$ cat src/sv/b64u_pkg.sv
// Package: word types, result codes and the base64url character map.
package b64u_pkg;

  localparam int unsigned QUEUE_DEPTH = 2;

  localparam logic [7:0] CH_UP_A  = 8'h41;
  localparam logic [7:0] CH_LO_A  = 8'h61;
  localparam logic [7:0] CH_ZERO  = 8'h30;
  localparam logic [7:0] CH_DASH  = 8'h2D;
  localparam logic [7:0] CH_UNDER = 8'h5F;
  localparam logic [7:0] CH_PAD   = 8'h3D;

  localparam logic [7:0] LO_BASE    = 8'd26;
  localparam logic [7:0] DIGIT_BASE = 8'd52;
  localparam logic [5:0] VAL_DASH   = 6'd62;
  localparam logic [5:0] VAL_UNDER  = 6'd63;

  typedef enum logic [0:0] {
    KIND_DATA   = 1'b0,
    KIND_STATUS = 1'b1
  } kind_e;

  typedef enum logic [1:0] {
    ST_OK   = 2'd0,
    ST_LEN  = 2'd1,
    ST_CHAR = 2'd2
  } status_e;

  typedef struct packed {
    logic [7:0] in_char;
    logic       char_present;
    logic       end_of_string;
  } in_word_t;

  typedef struct packed {
    logic [7:0] out_byte;
    kind_e      kind;
    status_e    status;
    logic       last;
  } out_word_t;

  // One accepted character's worth of results: up to three bytes of a
  // 24-bit block (mask bit i emits byte i, most significant first) and an
  // optional closing status.
  typedef struct packed {
    logic [23:0] block;
    logic [2:0]  mask;
    logic        has_status;
    status_e     status;
  } job_t;

  typedef struct packed {
    logic       bad;
    logic [5:0] val;
  } char_map_t;

  function automatic char_map_t char_map(input logic [7:0] c);
    char_map_t m;
    m.bad = 1'b0;
    m.val = '0;
    if (c inside {[8'h41:8'h5A]}) begin
      m.val = 6'(c - CH_UP_A);
    end else if (c inside {[8'h61:8'h7A]}) begin
      m.val = 6'(c - CH_LO_A + LO_BASE);
    end else if (c inside {[8'h30:8'h39]}) begin
      m.val = 6'(c - CH_ZERO + DIGIT_BASE);
    end else if (c == CH_DASH) begin
      m.val = VAL_DASH;
    end else if (c == CH_UNDER) begin
      m.val = VAL_UNDER;
    end else if (c == CH_PAD) begin
      m.val = '0;
    end else begin
      m.bad = 1'b1;
    end
    return m;
  endfunction

endpackage

$ cat src/sv/b64u_front.sv
// Front end: map characters, track the group, and build result jobs.
module b64u_front (
  input  logic              clk_i,
  input  logic              rst_ni,
  input  logic              accept_i,
  input  b64u_pkg::in_word_t in_word_i,
  output logic              push_o,
  output b64u_pkg::job_t    job_o
);
  import b64u_pkg::*;

  logic [17:0] bits_q, bits_d;
  logic [1:0]  pos_q, pos_d;
  logic        tip_q, tip_d;
  logic        bad_q, bad_d;
  char_map_t   m;
  logic        is_pad;
  job_t        job;

  always_comb begin
    m      = char_map(in_word_i.in_char);
    is_pad = (in_word_i.in_char == CH_PAD);
    bits_d = bits_q;
    pos_d  = pos_q;
    tip_d  = tip_q;
    bad_d  = bad_q;
    job    = '0;
    job.status = ST_OK;
    if (accept_i) begin
      if (in_word_i.char_present) begin
        bad_d = bad_q | m.bad;
        if (pos_q != 2'd3) begin
          bits_d = {bits_q[11:0], m.val};
          if (pos_q == 2'd2) begin
            tip_d = is_pad;
          end
          pos_d = pos_q + 2'd1;
        end else begin
          if (!bad_d) begin
            job.block = {bits_q, m.val};
            job.mask  = {!is_pad, !tip_q, 1'b1};
          end
          bits_d = '0;
          pos_d  = '0;
          tip_d  = 1'b0;
        end
      end
      if (in_word_i.end_of_string) begin
        job.has_status = 1'b1;
        if (pos_d == 2'd1) begin
          job.status = ST_LEN;
        end else begin
          // pad a partial group and flush its bytes
          if (!bad_d) begin
            case (pos_d)
              2'd2: begin
                job.block = {bits_d[11:0], 12'd0};
                job.mask  = 3'b001;
              end
              2'd3: begin
                job.block = {bits_d, 6'd0};
                job.mask  = {1'b0, !tip_d, 1'b1};
              end
              default: ;
            endcase
          end
          job.status = bad_d ? ST_CHAR : ST_OK;
        end
        bits_d = '0;
        pos_d  = '0;
        tip_d  = 1'b0;
        bad_d  = 1'b0;
      end
    end
  end

  assign job_o  = job;
  assign push_o = accept_i && ((job.mask != 3'b000) || job.has_status);

  always_ff @(posedge clk_i or negedge rst_ni) begin
    if (!rst_ni) begin
      bits_q <= '0;
      pos_q  <= '0;
      tip_q  <= 1'b0;
      bad_q  <= 1'b0;
    end else begin
      bits_q <= bits_d;
      pos_q  <= pos_d;
      tip_q  <= tip_d;
      bad_q  <= bad_d;
    end
  end

endmodule

$ cat src/sv/b64u_queue.sv
// Job queue between the front end and the back end.
module b64u_queue #(
  parameter int unsigned Depth = b64u_pkg::QUEUE_DEPTH
) (
  input  logic           clk_i,
  input  logic           rst_ni,
  input  logic           push_i,
  input  b64u_pkg::job_t push_job_i,
  input  logic           pop_i,
  output b64u_pkg::job_t pop_job_o,
  output logic           full_o,
  output logic           empty_o
);
  import b64u_pkg::*;

  localparam int unsigned PtrW = (Depth > 1) ? $clog2(Depth) : 1;
  localparam int unsigned CntW = $clog2(Depth + 1);
  localparam logic [PtrW-1:0] LastIdx = PtrW'(Depth - 1);

  job_t            mem_q [Depth];
  logic [PtrW-1:0] wr_q, wr_d, rd_q, rd_d;
  logic [CntW-1:0] cnt_q, cnt_d;
  logic            do_push, do_pop;

  assign full_o  = (cnt_q == CntW'(Depth));
  assign empty_o = (cnt_q == '0);
  assign do_push = push_i && !full_o;
  assign do_pop  = pop_i && !empty_o;
  assign pop_job_o = mem_q[rd_q];

  always_comb begin
    wr_d  = wr_q;
    rd_d  = rd_q;
    cnt_d = cnt_q;
    if (do_push) begin
      wr_d = (wr_q == LastIdx) ? '0 : wr_q + PtrW'(1);
    end
    if (do_pop) begin
      rd_d = (rd_q == LastIdx) ? '0 : rd_q + PtrW'(1);
    end
    if (do_push && !do_pop) begin
      cnt_d = cnt_q + CntW'(1);
    end else if (do_pop && !do_push) begin
      cnt_d = cnt_q - CntW'(1);
    end
  end

  always_ff @(posedge clk_i) begin
    if (do_push) begin
      mem_q[wr_q] <= push_job_i;
    end
  end

  always_ff @(posedge clk_i or negedge rst_ni) begin
    if (!rst_ni) begin
      wr_q  <= '0;
      rd_q  <= '0;
      cnt_q <= '0;
    end else begin
      wr_q  <= wr_d;
      rd_q  <= rd_d;
      cnt_q <= cnt_d;
    end
  end

endmodule

$ cat src/sv/b64u_back.sv
// Back end: serialize each job into result words through an output register.
module b64u_back (
  input  logic                clk_i,
  input  logic                rst_ni,
  input  logic                job_valid_i,
  input  b64u_pkg::job_t      job_i,
  output logic                job_pop_o,
  output logic                out_valid_o,
  input  logic                out_ready_i,
  output b64u_pkg::out_word_t out_word_o
);
  import b64u_pkg::*;

  job_t      job_q;
  logic [3:0] pend_q, pend_d;
  logic [3:0] pick;
  logic [3:0] pend_after;
  logic       adv, load;
  out_word_t  res;
  out_word_t  out_q;
  logic       out_valid_q;

  always_comb begin
    pick = 4'b0000;
    if (pend_q[0]) begin
      pick = 4'b0001;
    end else if (pend_q[1]) begin
      pick = 4'b0010;
    end else if (pend_q[2]) begin
      pick = 4'b0100;
    end else if (pend_q[3]) begin
      pick = 4'b1000;
    end
  end

  assign adv        = (pend_q != 4'b0000) && (!out_valid_q || out_ready_i);
  assign pend_after = adv ? (pend_q & ~pick) : pend_q;
  assign load       = (pend_after == 4'b0000) && job_valid_i;
  assign job_pop_o  = load;

  always_comb begin
    res.out_byte = '0;
    res.kind     = KIND_DATA;
    res.status   = ST_OK;
    res.last     = (pend_after == 4'b0000);
    if (pick[0]) begin
      res.out_byte = job_q.block[23:16];
    end else if (pick[1]) begin
      res.out_byte = job_q.block[15:8];
    end else if (pick[2]) begin
      res.out_byte = job_q.block[7:0];
    end else begin
      res.kind   = KIND_STATUS;
      res.status = job_q.status;
    end
  end

  always_comb begin
    pend_d = pend_after;
    if (load) begin
      pend_d = {job_i.has_status, job_i.mask};
    end
  end

  always_ff @(posedge clk_i) begin
    if (load) begin
      job_q <= job_i;
    end
    if (adv) begin
      out_q <= res;
    end
  end

  always_ff @(posedge clk_i or negedge rst_ni) begin
    if (!rst_ni) begin
      pend_q      <= '0;
      out_valid_q <= 1'b0;
    end else begin
      pend_q <= pend_d;
      if (adv) begin
        out_valid_q <= 1'b1;
      end else if (out_ready_i) begin
        out_valid_q <= 1'b0;
      end
    end
  end

  assign out_valid_o = out_valid_q;
  assign out_word_o  = out_q;

endmodule

$ cat src/sv/base64url_decoder.sv
// Streaming base64url decoder: one character word in, decoded byte and status words out.
// The decoder takes one character word per clock cycle when the job queue has room,
// and delivers one result word per cycle from its output register while the receiver
// is ready. A group of four characters yields at most three bytes, so a steady character
// stream runs at one word per cycle. The output side limits the rate only when a single
// input word causes several results. A character that completes a group and also ends
// the string causes up to four: the group's bytes and the status. The job queue
// (QueueDepth entries) then absorbs the burst before input ready drops. Each accepted
// character's job is queued, then loaded by the back end, which registers its results.
// The front end maps characters and tracks the current group; the back end turns each
// queued job into its data words and any closing status word, flagging the last one.
module base64url_decoder #(
  parameter int unsigned QueueDepth = b64u_pkg::QUEUE_DEPTH
) (
  input  logic                clk_i,
  input  logic                rst_ni,
  input  logic                in_valid_i,
  output logic                in_ready_o,
  input  b64u_pkg::in_word_t  in_word_i,
  output logic                out_valid_o,
  input  logic                out_ready_i,
  output b64u_pkg::out_word_t out_word_o
);
  import b64u_pkg::*;

  logic q_full, q_empty;
  logic accept;
  logic push, pop;
  job_t push_job, pop_job;

  // Take a new word whenever the queue can hold the job it may produce.
  assign in_ready_o = !q_full;
  assign accept     = in_valid_i && in_ready_o;

  b64u_front u_front (
    .clk_i     (clk_i),
    .rst_ni    (rst_ni),
    .accept_i  (accept),
    .in_word_i (in_word_i),
    .push_o    (push),
    .job_o     (push_job)
  );

  b64u_queue #(
    .Depth (QueueDepth)
  ) u_queue (
    .clk_i      (clk_i),
    .rst_ni     (rst_ni),
    .push_i     (push),
    .push_job_i (push_job),
    .pop_i      (pop),
    .pop_job_o  (pop_job),
    .full_o     (q_full),
    .empty_o    (q_empty)
  );

  b64u_back u_back (
    .clk_i       (clk_i),
    .rst_ni      (rst_ni),
    .job_valid_i (!q_empty),
    .job_i       (pop_job),
    .job_pop_o   (pop),
    .out_valid_o (out_valid_o),
    .out_ready_i (out_ready_i),
    .out_word_o  (out_word_o)
  );

  // A status word always closes the results of its input word.
  a_status_last : assert property (@(posedge clk_i) disable iff (!rst_ni)
    out_valid_o && (out_word_o.kind == KIND_STATUS) |-> out_word_o.last)
    else $error("status word without last");

  // Data words carry a zero status, status words a zero byte.
  a_field_zero : assert property (@(posedge clk_i) disable iff (!rst_ni)
    out_valid_o |-> ((out_word_o.kind == KIND_DATA) && (out_word_o.status == ST_OK)) ||
                    ((out_word_o.kind == KIND_STATUS) && (out_word_o.out_byte == 8'd0)))
    else $error("result word fields inconsistent");

  // Jobs are popped only from a non-empty queue.
  a_pop_nonempty : assert property (@(posedge clk_i) disable iff (!rst_ni)
    pop |-> !q_empty)
    else $error("queue popped while empty");

endmodule

$ cat config.mk
export PLATFORM = sky130hd
export DESIGN_NAME = base64url_decoder
export DESIGN_NICKNAME = d
export VERILOG_FILES = /design/src/sv/b64u_pkg.sv /design/src/sv/b64u_front.sv /design/src/sv/b64u_queue.sv /design/src/sv/b64u_back.sv /design/src/sv/base64url_decoder.sv
export SDC_FILE = /design/constraint.sdc
export NUM_CORES = 1
export LEC_CHECK = 0
export ABC_AREA = 1
export ABC_CLOCK_PERIOD_IN_PS = 2250
export BUFFER_PORTS_ARGS = -buffer_cell sky130_fd_sc_hd__buf_2
export CAP_MARGIN = 30
export CORE_MARGIN = 2
export CORE_UTILIZATION = 55
export CTS_CLUSTER_DIAMETER = 60
export DETAILED_ROUTE_END_ITERATION = 10
export GPL_TIMING_DRIVEN = 0
export HOLD_SLACK_MARGIN = 0.15
export PLACE_DENSITY = 0.71
export SYNTH_ARGS = -nofsm -noshare
export SYNTH_HDL_FRONTEND = slang
export SYNTH_SLANG_ARGS = --single-unit
$ cat constraint.sdc
create_clock -name clk_i -period 2.25 [get_ports clk_i]
set_clock_uncertainty 0.15 [all_clocks]
set_input_delay 0.45 -clock clk_i [delete_from_list [all_inputs] [get_ports clk_i]]
set_output_delay 0.45 -clock clk_i [all_outputs]
set_load 0.1 [all_outputs]
==> impl_metrics.yaml, run 1 <==
clock_network:
  clk_latency_ns: 0.41
  cts_made_buffers: 17
  cts_sinks: 129
  htreeDepth: 4
  cts_root_buf: "clkbuf_16"
  cts_buffer_depth: 2
  path_clk_slew_ns: 0.05
  cts_tree: "done"
drt:
  vias: 5048
  post_drt_wl_per_cell_um: 16.1
  via_per_inst: 5.48
  postRouteAntennaNets: 0
  drt_iter0_drc: 428
  drt_pre_antenna_iters: 5
  drc: 0
  wirelength_um: 14800
status:
  status: "complete, no violations"
critical_path:
  endpoint_kind: "register"
  cp.arrival_ns: 2.39
  crit_fanout: 5
  worst_ep_required_time_ns: 2.39
  cp-start-kind: "primary input"
  path_class: "primary input to register"
floorplanning:
  io_pins: 28
  initial_core_util_pct: 56.2
  core-area_mm2: 0.0114
  die_area_mm2: 0.0125
  die_h_um: 112
  die_w_um: 112
  std_cell_rows: 39
finish:
  nFillCells: 837
  fin_cells: 921
  design_area_mm2: 0.00801
  fin_nets: 791
  drive_above_1_share_pct: 25.7
  multiInputGateArea_mm2: 0.00265
  syn_to_final_growth_pct: 24.8
  diodes: 0
  seq_area_mm2: 0.00372
synthesis:
  syn-num-nets: 721
  yosysSeqAreaShare_pct: 57.9
  syn_avg_cell_area_um2: 9.23
  ys_seq_elements: 129
  yosysUniqueCellTypes: 41
  synthArstFlopShare_pct: 24.0
  ys.flop_type: "edfxtp_1"
  synth_area_mm2: 0.00642
  ys.warnings.count: 0
  synthCells: 695
  synth-edff-count: 98
timing:
  fin_crit_ns: 2.25
  max_freq_mhz: 445
  rsz0062_at_grt: "yes"
  hold_violations: 0
  setup_violations: 0
  max_slew_margin_pct: 46.0
  drv_slew: 0
  min_period_over_period_pct: 99.8
  hold_ws_ns: 0.254
  worst_pin_slew_ns: 0.810
  setup_ws_ns: 0.00403
placement:
  gp_congestion: 0.971
  place_inst: 863
  pre_cts_ws_ns: -0.967
  postPlaceCellArea_mm2: 0.00679
  dp_hpwl_um: 10100
  io_buffers: 25
grt:
  grt_pass1_vias: 4936
  grt_pass1_wl_um: 23800
  grt-ovfl-total: 0
  track_usage_pct: 24.5
  grt_max_degree: 32
  antenna_found_initial: 0
run:
  cap_violations: 0
pwr:
  power_mw: 10.3
  leakage_nw: 3.43
  peakVddDrop_uv: 1400
  power_density_mw_per_mm2: 1280
min_path:
  min_path_type: "primary input to register"
==> cells in the mapped netlist (2+ instances only) <==
master	instances	area, um2
nand2_1	254	953
edfxtp_1	98	2940
inv_1	59	221
nand3_1	46	230
nor2_1	41	154
dfrtp_1	31	776
a21oi_1	20	100
o21ai_0	19	95.1
o22ai_1	15	93.8
ha_1	12	150
inv_2	12	45.0
clkbuf_1	10	37.5
nand4_1	8	50.1
a22oi_1	6	45.0
nand2_2	5	31.3
o21ai_1	5	25.0
buf_2	4	20.0
clkinv_1	4	15.0
nand2_4	4	45.0
nor2_4	4	45.0
nor3_1	4	20.0
xnor2_1	4	35.0
nand3_4	3	52.6
nor2_2	3	18.8
xor2_1	3	26.3
a21oi_2	2	17.5
a22o_1	2	17.5
buf_6	2	22.5
inv_4	2	12.5
o21ai_2	2	17.5
==> worst paths after layout <==
| kind | slack [ns] | from | endpoint | depth (start not counted) |
|---|---|---|---|---|
| worst max-delay path | 0.004 | in_word_i[5] | u_queue.cnt_q[1]$_DFFE_PN0P_ | 19 |
| min in group asynchronous | 0.51 | rst_ni | u_back.pend_q[1]$_DFF_PN0_ | 2 |
| worst min register to register | 0.36 | u_queue.mem_q[0][16]$_DFFE_PP_ | u_back.job_q[16]$_DFFE_PP_ | 2 |
| worst max register to register | 0.04 | u_back.pend_q[0]$_DFF_PN0_ | u_queue.cnt_q[1]$_DFFE_PN0P_ | 11 |
| worst min-delay path | 0.25 | out_ready_i | u_back.out_valid_o$_DFFE_PN0P_ | 4 |
| max in group asynchronous | 0.87 | rst_ni | u_front.pos_q[1]$_DFFE_PN0P_ | 2 |
==> state kept, by name, indices dropped and copies added (netlist names) <==
signal	count
u_queue.mem_q	60
u_back.job_q	26
u_front.bits_q	18
u_back.out_word_o	12
u_back.pend_q	4
u_front.pos_q	2
u_queue.cnt_q	2
u_back.out_valid_o	1
u_front.bad_q	1
u_front.tip_q	1
u_queue.rd_q	1
u_queue.wr_q	1
==> worst max-delay path, stage by stage <==
cell        delay [ns]
buf_8             0.11
clkinvlp_4        0.09
buf_12            0.10
ha_4              0.14
nand2_4           0.06
nor2_2            0.07
nand3_1           0.08
nand3_2           0.10
nand2_4           0.08
nand2_4           0.07
inv_4             0.04
nand2_2           0.07
nand2_4           0.06
a21oi_4           0.18
buf_12            0.15
ha_4              0.20
a21oi_2           0.10
o21ai_1           0.08
xnor2_1           0.13
==> placed cells by master (no fill, tap or decap), types with 8 or more instances in the layout <==
cell,count
inv_1,51
buf_2,23
clkinvlp_4,8
o22ai_1,15
nor2_4,11
inv_2,12
nor2_2,11
nand2_1,239
edfxtp_1,98
dfrtp_1,29
nor2_1,26
nand3_1,45
buf_4,19
nand2_4,10
clkbuf_16,17
a21oi_2,13
nand4_1,8
nand2_2,14
o21ai_0,16
a21oi_1,8
==> layer usage <==
layer / global-route usage, % / vias to the layer above / share of wire, %
met1: 31.3 / 2379 / 42
met3: 5.83 / 40 / 5.7
met2: 41.1 / 173 / 49
met5: 0 / - / 0
met4: 9.27 / 0 / 2.7
li1: - / 2456 / -
==> report_power, final <==
group	switching [mW]	internal [mW]
sequential	0.264	3.49
clock	0.996	1.80
combinational	2.79	0.937
==> cell type report <==
cell class	count	share of cell area, %
sequential	129	46.5
multi-input combinational	471	33.0
clock buffer	19	5.66
timing repair buffer	49	4.83
inverter	77	4.17
tap	143	2.23
clock inverter	13	2.02
buffer	18	1.39
timing repair inverter	2	0.203
==> per-stage QoR <==
step | utilization, % | TNS [ns]
after global placement | 59.5 | -78.17
after floorplan | - | -16.40
after detailed placement | 59.5 | -84.39
final | 70.1 | 0
after global routing | 70.1 | -2.25
after CTS | 67.6 | -0.0275
==> what timing repair did <==
action | in CTS | in global routing
resized for setup | 33 | 72
pin swaps | 10 | 21
hold buffers | 1 | 0
gates cloned | 2 | 0
hold endpoints to repair | 31 | 0
setup buffers | 15 | 9
endpoints found under the setup margin | 138 | 144
==> cells by family after synthesis <==
family	synth area share, %
AOI/OAI and AO/OA	6.79
adders and majority gates	2.34
and+or+nand+nor	25.8
muxes	0.156
DFF	57.9
buffers and inverters	6.00
xor gates and xnor gates	0.955
Note: power is estimated with default switching activity, not from simulation.
==> inputs of run 2 (changes only) <==
- CORE_MARGIN: 2 -> 4
==> run 2 against run 1 <==
Compared with the run above: the flow now finishes with violations (setup timing); total power fell by 1.3%; critical path type unchanged; design area grew 0.19%; register-to-register slack better by 0.03 ns; first-iteration DRC count decreased by 7.0%; highest routed layer unchanged; final cell count up 0.11%; critical path depth decreased by 3; largest power group unchanged; utilization up 0.13 points; maximum frequency fell by 0.44%.
==> impl_metrics.yaml, run 2 (synthesized netlist as in run 1, its figures left out) <==
status:
  status: "complete, but fails checks"
  violations: "setup timing"
critical_path:
  cp.arrival_ns: 2.39
  worst_ep_required_time_ns: 2.39
  path_class: "primary input to register"
  crit_fanout: 7
  endpoint_kind: "register"
  cp-start-kind: "primary input"
clock_network:
  htreeDepth: 4
  cts_sinks: 129
  path_clk_slew_ns: 0.06
  cts_made_buffers: 17
  clk_latency_ns: 0.41
  cts_tree: "done"
  cts_root_buf: "clkbuf_16"
  cts_buffer_depth: 2
timing:
  max_slew_margin_pct: 49.0
  setup_ws_ns: -0.00587
  hold_ws_ns: 0.252
  fin_crit_ns: 2.26
  worst_pin_slew_ns: 0.765
  drv_slew: 0
  rsz0062_at_grt: "yes"
  min_period_over_period_pct: 100
  tns_ns: -0.00587
  max_freq_mhz: 443
  hold_violations: 0
  setup_violations: 1
pwr:
  peakVddDrop_uv: 1160
  leakage_nw: 3.44
  power_density_mw_per_mm2: 1260
  power_mw: 10.1
drt:
  wirelength_um: 15100
  postRouteAntennaNets: 0
  drt_pre_antenna_iters: 5
  post_drt_wl_per_cell_um: 16.4
  drc: 0
  drt_iter0_drc: 398
  vias: 5061
  via_per_inst: 5.49
finish:
  nFillCells: 849
  top_regs: "u_queue.mem_q: 60 flops, u_back.job_q: 26 flops, u_front.bits_q: 18 flops"
  diodes: 0
  design_area_mm2: 0.00802
  mostFrequentLayoutCells: "239 x nand2_1, 98 x edfxtp_1, 52 x inv_1"
  largest_register: "u_queue.mem_q"
  final_util_pct: 70.3
  drive_above_1_share_pct: 24.5
  syn_to_final_growth_pct: 25.0
  fin_nets: 792
  largest_reg_flops: 60
  final_common_cell: "nand2_1"
grt:
  use_met1_pct: 28.5
  grt-ovfl-total: 0
  antenna_found_initial: 0
  use_met2_pct: 39.5
  track_usage_pct: 22.9
  grt_max_degree: 32
  grt_pass1_vias: 4778
  grt_pass1_wl_um: 23400
  use_met3_pct: 4.23
  top_usage_layer: "met2"
floorplanning:
  std_cell_rows: 39
  io_pins: 28
  core-area_mm2: 0.0114
  die_h_um: 116
  die_w_um: 116
  die_area_mm2: 0.0135
  initial_core_util_pct: 56.2
placement:
  postPlaceCellArea_mm2: 0.00679
  io_buffers: 25
  gp_congestion: 0.922
  dp_hpwl_um: 10100
min_path:
  min_path_type: "primary input to register"
run:
  cap_violations: 0
## run 2: critical path: stages
cell	delay, ns
buf_12	0.12
clkinv_8	0.06
ha_4	0.16
buf_4	0.11
nand3b_1	0.14
nand3_4	0.13
nand3_4	0.11
nor2_4	0.16
nand2_4	0.07
nand2_4	0.09
a21oi_4	0.07
buf_12	0.16
ha_4	0.24
a21oi_2	0.10
o21ai_1	0.09
xnor2_1	0.12
## run 2: per-layer routing
layer,wire (um),vias up
li1,-,2446
met1,6110,2370
met2,7560,201
met3,921,44
met4,488,0
met5,0,-
## run 2: report_power, final
group / internal, mW / leakage, nW / switching (mW)
Clock: 1.76 / 0.293 / 0.953
Sequential: 3.49 / 1.35 / 0.262
Combinational: 0.902 / 1.79 / 2.77
## run 2: cell type report
cell class / instances / area (um2) / share of cell area (%)
Sequential cell: 129 / 3720 / 46.4
Multi-Input combinational cell: 472 / 2670 / 33.2
Clock buffer: 20 / 447 / 5.57
Timing Repair Buffer: 49 / 404 / 5.04
Inverter: 77 / 347 / 4.32
Tap cell: 143 / 179 / 2.23
Clock inverter: 12 / 141 / 1.76
Buffer: 18 / 103 / 1.28
Timing Repair inverter: 2 / 16.3 / 0.203
## run 2: per-stage QoR
| step | worst slack (ns) | cells |
|---|---|---|
| after floorplan | -0.332 | 695 |
| after global placement | -0.943 | 863 |
| after detailed placement | -1.01 | 863 |
| after CTS | -0.00462 | 911 |
| after global routing | -0.0545 | 922 |
| final | -0.00587 | 922 |
## run 2: worst paths after layout
check / from / endpoint / slack (ns) / cells past startpoint
max in group asynchronous: rst_ni / u_back.out_valid_o$_DFFE_PN0P_ / 0.93 / 2
worst max register to register: u_back.pend_q[0]$_DFF_PN0_ / u_queue.cnt_q[1]$_DFFE_PN0P_ / 0.07 / 11
min in group asynchronous: rst_ni / u_back.out_valid_o$_DFFE_PN0P_ / 0.50 / 2
worst max-delay path: in_word_i[4] / u_queue.cnt_q[1]$_DFFE_PN0P_ / -0.006 / 16
worst min-delay path: out_ready_i / u_back.out_valid_o$_DFFE_PN0P_ / 0.25 / 4
worst min register to register: u_queue.mem_q[0][16]$_DFFE_PP_ / u_back.job_q[16]$_DFFE_PP_ / 0.35 / 2
## run 2: repair_timing
item,CTS,global route
gates resized for setup,33,69
endpoints found under the setup margin,142,148
buffers inserted,13,10
endpoints found under the hold margin,31,0
gates cloned,2,1
hold buffers,1,0
pin swaps,6,16
==> inputs of run 3 (changes only) <==
- TNS_END_PERCENT: unset -> 5
==> run 3 against run 2 <==
Compared with the run above: the run now ends clean; maximum frequency increased by 0.65%; register-to-register slack got worse by 0.06 ns; sequential cell count did not move; routed wire length barely moved; design area down 1.9%; final cell count shrank 0.43%; combinational power down 1%; hold slack got worse by 0.0094 ns; utilization shrank 1.3 points; critical path type is now register to register.
==> impl_metrics.yaml, run 3 (synthesized netlist as in run 1, its figures left out) <==
pwr:
  power_density_mw_per_mm2: 1270
  switching_share_pct: 40.0
  leakage_nw: 3.39
  comb_power_share_pct: 36.2
  switchingPower_mw: 4.01
  p_seq_share_pct: 37.6
  power_mw: 10.0
  power_frac_clock_pct: 26.2
  intPower_mw: 6.01
  peakVddDrop_uv: 1430
timing:
  tns_ns: 0
  max_slew_margin_pct: 47.1
  min_period_over_period_pct: 99.6
  max_freq_mhz: 446
  setup_ws_ns: 0.00877
  fin_crit_ns: 2.24
  setup_violations: 0
  drv_slew: 0
  worst_pin_slew_ns: 0.793
  rsz0062_at_grt: "yes"
  hold_violations: 0
drt:
  via_per_inst: 5.49
  postRouteAntennaNets: 0
  drc: 0
  vias: 5044
  wirelength_um: 15100
  drt_iter0_drc: 395
  post_drt_wl_per_cell_um: 16.4
  drt_pre_antenna_iters: 5
min_path:
  hold_path_end: "u_back.out_valid_o$_DFFE_PN0P_"
  holdPathStages: 4
  min_path_type: "primary input to register"
  hold_path_startpoint: "out_ready_i"
critical_path:
  r2r_end: "u_queue.mem_q[1][25]$_DFFE_PP_"
  cp.arrival_ns: 2.26
  worstReg2RegStart: "u_front.pos_q[1]$_DFFE_PN0P_"
  crit_fanout: 7
  max_stage_delay_ns: 0.42
  cp_num_buf_inv: 2
  endpoint_kind: "register"
  path_class: "register to register"
  worst_ep_required_time_ns: 2.27
  cp_slowest_cell: "dfrtp_1"
  critPathTopFamily: "simple AND/OR/NAND/NOR gates"
  reg2reg_setup_slack_ns: 0.009
  r2r_cells: 11
  cp-start-kind: "register"
  crit_chain: "ha_1 -> nor2_2 -> inv_2 -> nand2_1 -> o21ai_4 -> nor2_4 -> inv_2 -> nor2_1 -> nand4_1 -> nand3_1 -> nor2_2"
finish:
  largest_reg_flops: 60
  diodes: 0
  nFillCells: 858
  top_regs: "u_queue.mem_q: 60 flops, u_back.job_q: 26 flops, u_front.bits_q: 18 flops"
  final_util_pct: 68.9
  largest_register: "u_queue.mem_q"
  syn_to_final_growth_pct: 22.7
  mostFrequentLayoutCells: "243 x nand2_1, 98 x edfxtp_1, 54 x inv_1"
  final_common_cell: "nand2_1"
  fin_nets: 788
  drive_above_1_share_pct: 22.8
floorplanning:
  io_pins: 28
  die_area_mm2: 0.0135
  initial_core_util_pct: 56.2
  die_w_um: 116
  die_h_um: 116
  std_cell_rows: 39
  core-area_mm2: 0.0114
clock_network:
  htreeDepth: 4
  path_clk_slew_ns: 0.06
  cts_tree: "done"
  clk_latency_ns: 0.42
  cts_made_buffers: 17
  cts_sinks: 129
  cts_buffer_depth: 2
  cts_root_buf: "clkbuf_16"
grt:
  grt_max_degree: 32
  grt-ovfl-total: 0
  antenna_found_initial: 0
  grt_pass1_vias: 4928
  track_usage_pct: 23.8
  grt_pass1_wl_um: 24100
run:
  cap_violations: 0
placement:
  pre_cts_ws_ns: -0.975
  dp_hpwl_um: 10300
  gp_congestion: 0.939
  io_buffers: 25
status:
  status: "complete, no violations"
run 3: area by class of cell:
class | count | area [um2] | area share, %
inverter | 77 | 343 | 4.36
tap | 143 | 179 | 2.27
timing repair inverter | 2 | 16.3 | 0.207
sequential | 129 | 3720 | 47.3
multi-input combinational | 471 | 2580 | 32.7
clock buffer | 18 | 429 | 5.45
clock inverter | 14 | 141 | 1.80
buffer | 17 | 95.1 | 1.21
timing repair buffer | 47 | 372 | 4.72
run 3: metal layers:
metal / global-route usage, % / vias up / share of wire (%)
met5: 0 / - / 0
met4: 10.4 / 0 / 2.9
met3: 5.38 / 39 / 5.8
met2: 40.4 / 194 / 50
met1: 29.4 / 2367 / 41
li1: - / 2444 / -
run 3: power groups by stage:
stage / combinational (mW) / clock [mW] / sequential, mW
after floorplan: 1.67 / 0 / 4.58
after global placement: 3.14 / 0 / 3.76
after detailed placement: 3.21 / 0 / 3.78
after CTS: 3.45 / 2.65 / 3.77
after global routing: 3.93 / 2.76 / 3.82
final: 3.63 / 2.62 / 3.76
run 3: timing repair:
| item | CTS | global route |
|---|---|---|
| hold buffers | 1 | 0 |
| gates resized for setup | 35 | 46 |
| gates cloned | 2 | 0 |
| setup buffers | 14 | 7 |
| setup endpoints to repair | 140 | 144 |
| pin swaps | 5 | 11 |
| hold endpoints to repair | 31 | 0 |
run 3: tightest hold or removal path, cell delays in order:
cell	delay [ns]
buf_2	0.08
inv_1	0.03
nand2_1	0.14
nand2_1	0.07
run 3: stage by stage:
| stage | hold WS [ns] | cell area, um2 | cells |
|---|---|---|---|
| 6_report | 0.243 | 7870 | 918 |
| 5_1_grt | 0.265 | 7870 | 918 |
| 4_1_cts | 0.226 | 7670 | 911 |
| 3_5_place_dp | 0.345 | 6790 | 863 |
| 3_3_place_gp | 0.335 | 6790 | 863 |
| 2_1_floorplan | 0.00441 | 6480 | 695 |
run 3: worst max-delay path by stage:
stage / endpoint / cells past startpoint / startpoint
floorplan: u_queue.mem_q[0][0]$_DFFE_PP_ / 14 / in_word_i[5]
global placement: u_queue.mem_q[0][20]$_DFFE_PP_ / 16 / in_word_i[4]
detailed placement: u_queue.mem_q[0][27]$_DFFE_PP_ / 15 / in_word_i[5]
CTS: u_queue.mem_q[0][18]$_DFFE_PP_ / 17 / in_word_i[4]
global route: u_queue.mem_q[1][25]$_DFFE_PP_ / 11 / u_front.pos_q[1]$_DFFE_PN0P_
finish: u_queue.mem_q[1][25]$_DFFE_PP_ / 11 / u_front.pos_q[1]$_DFFE_PN0P_
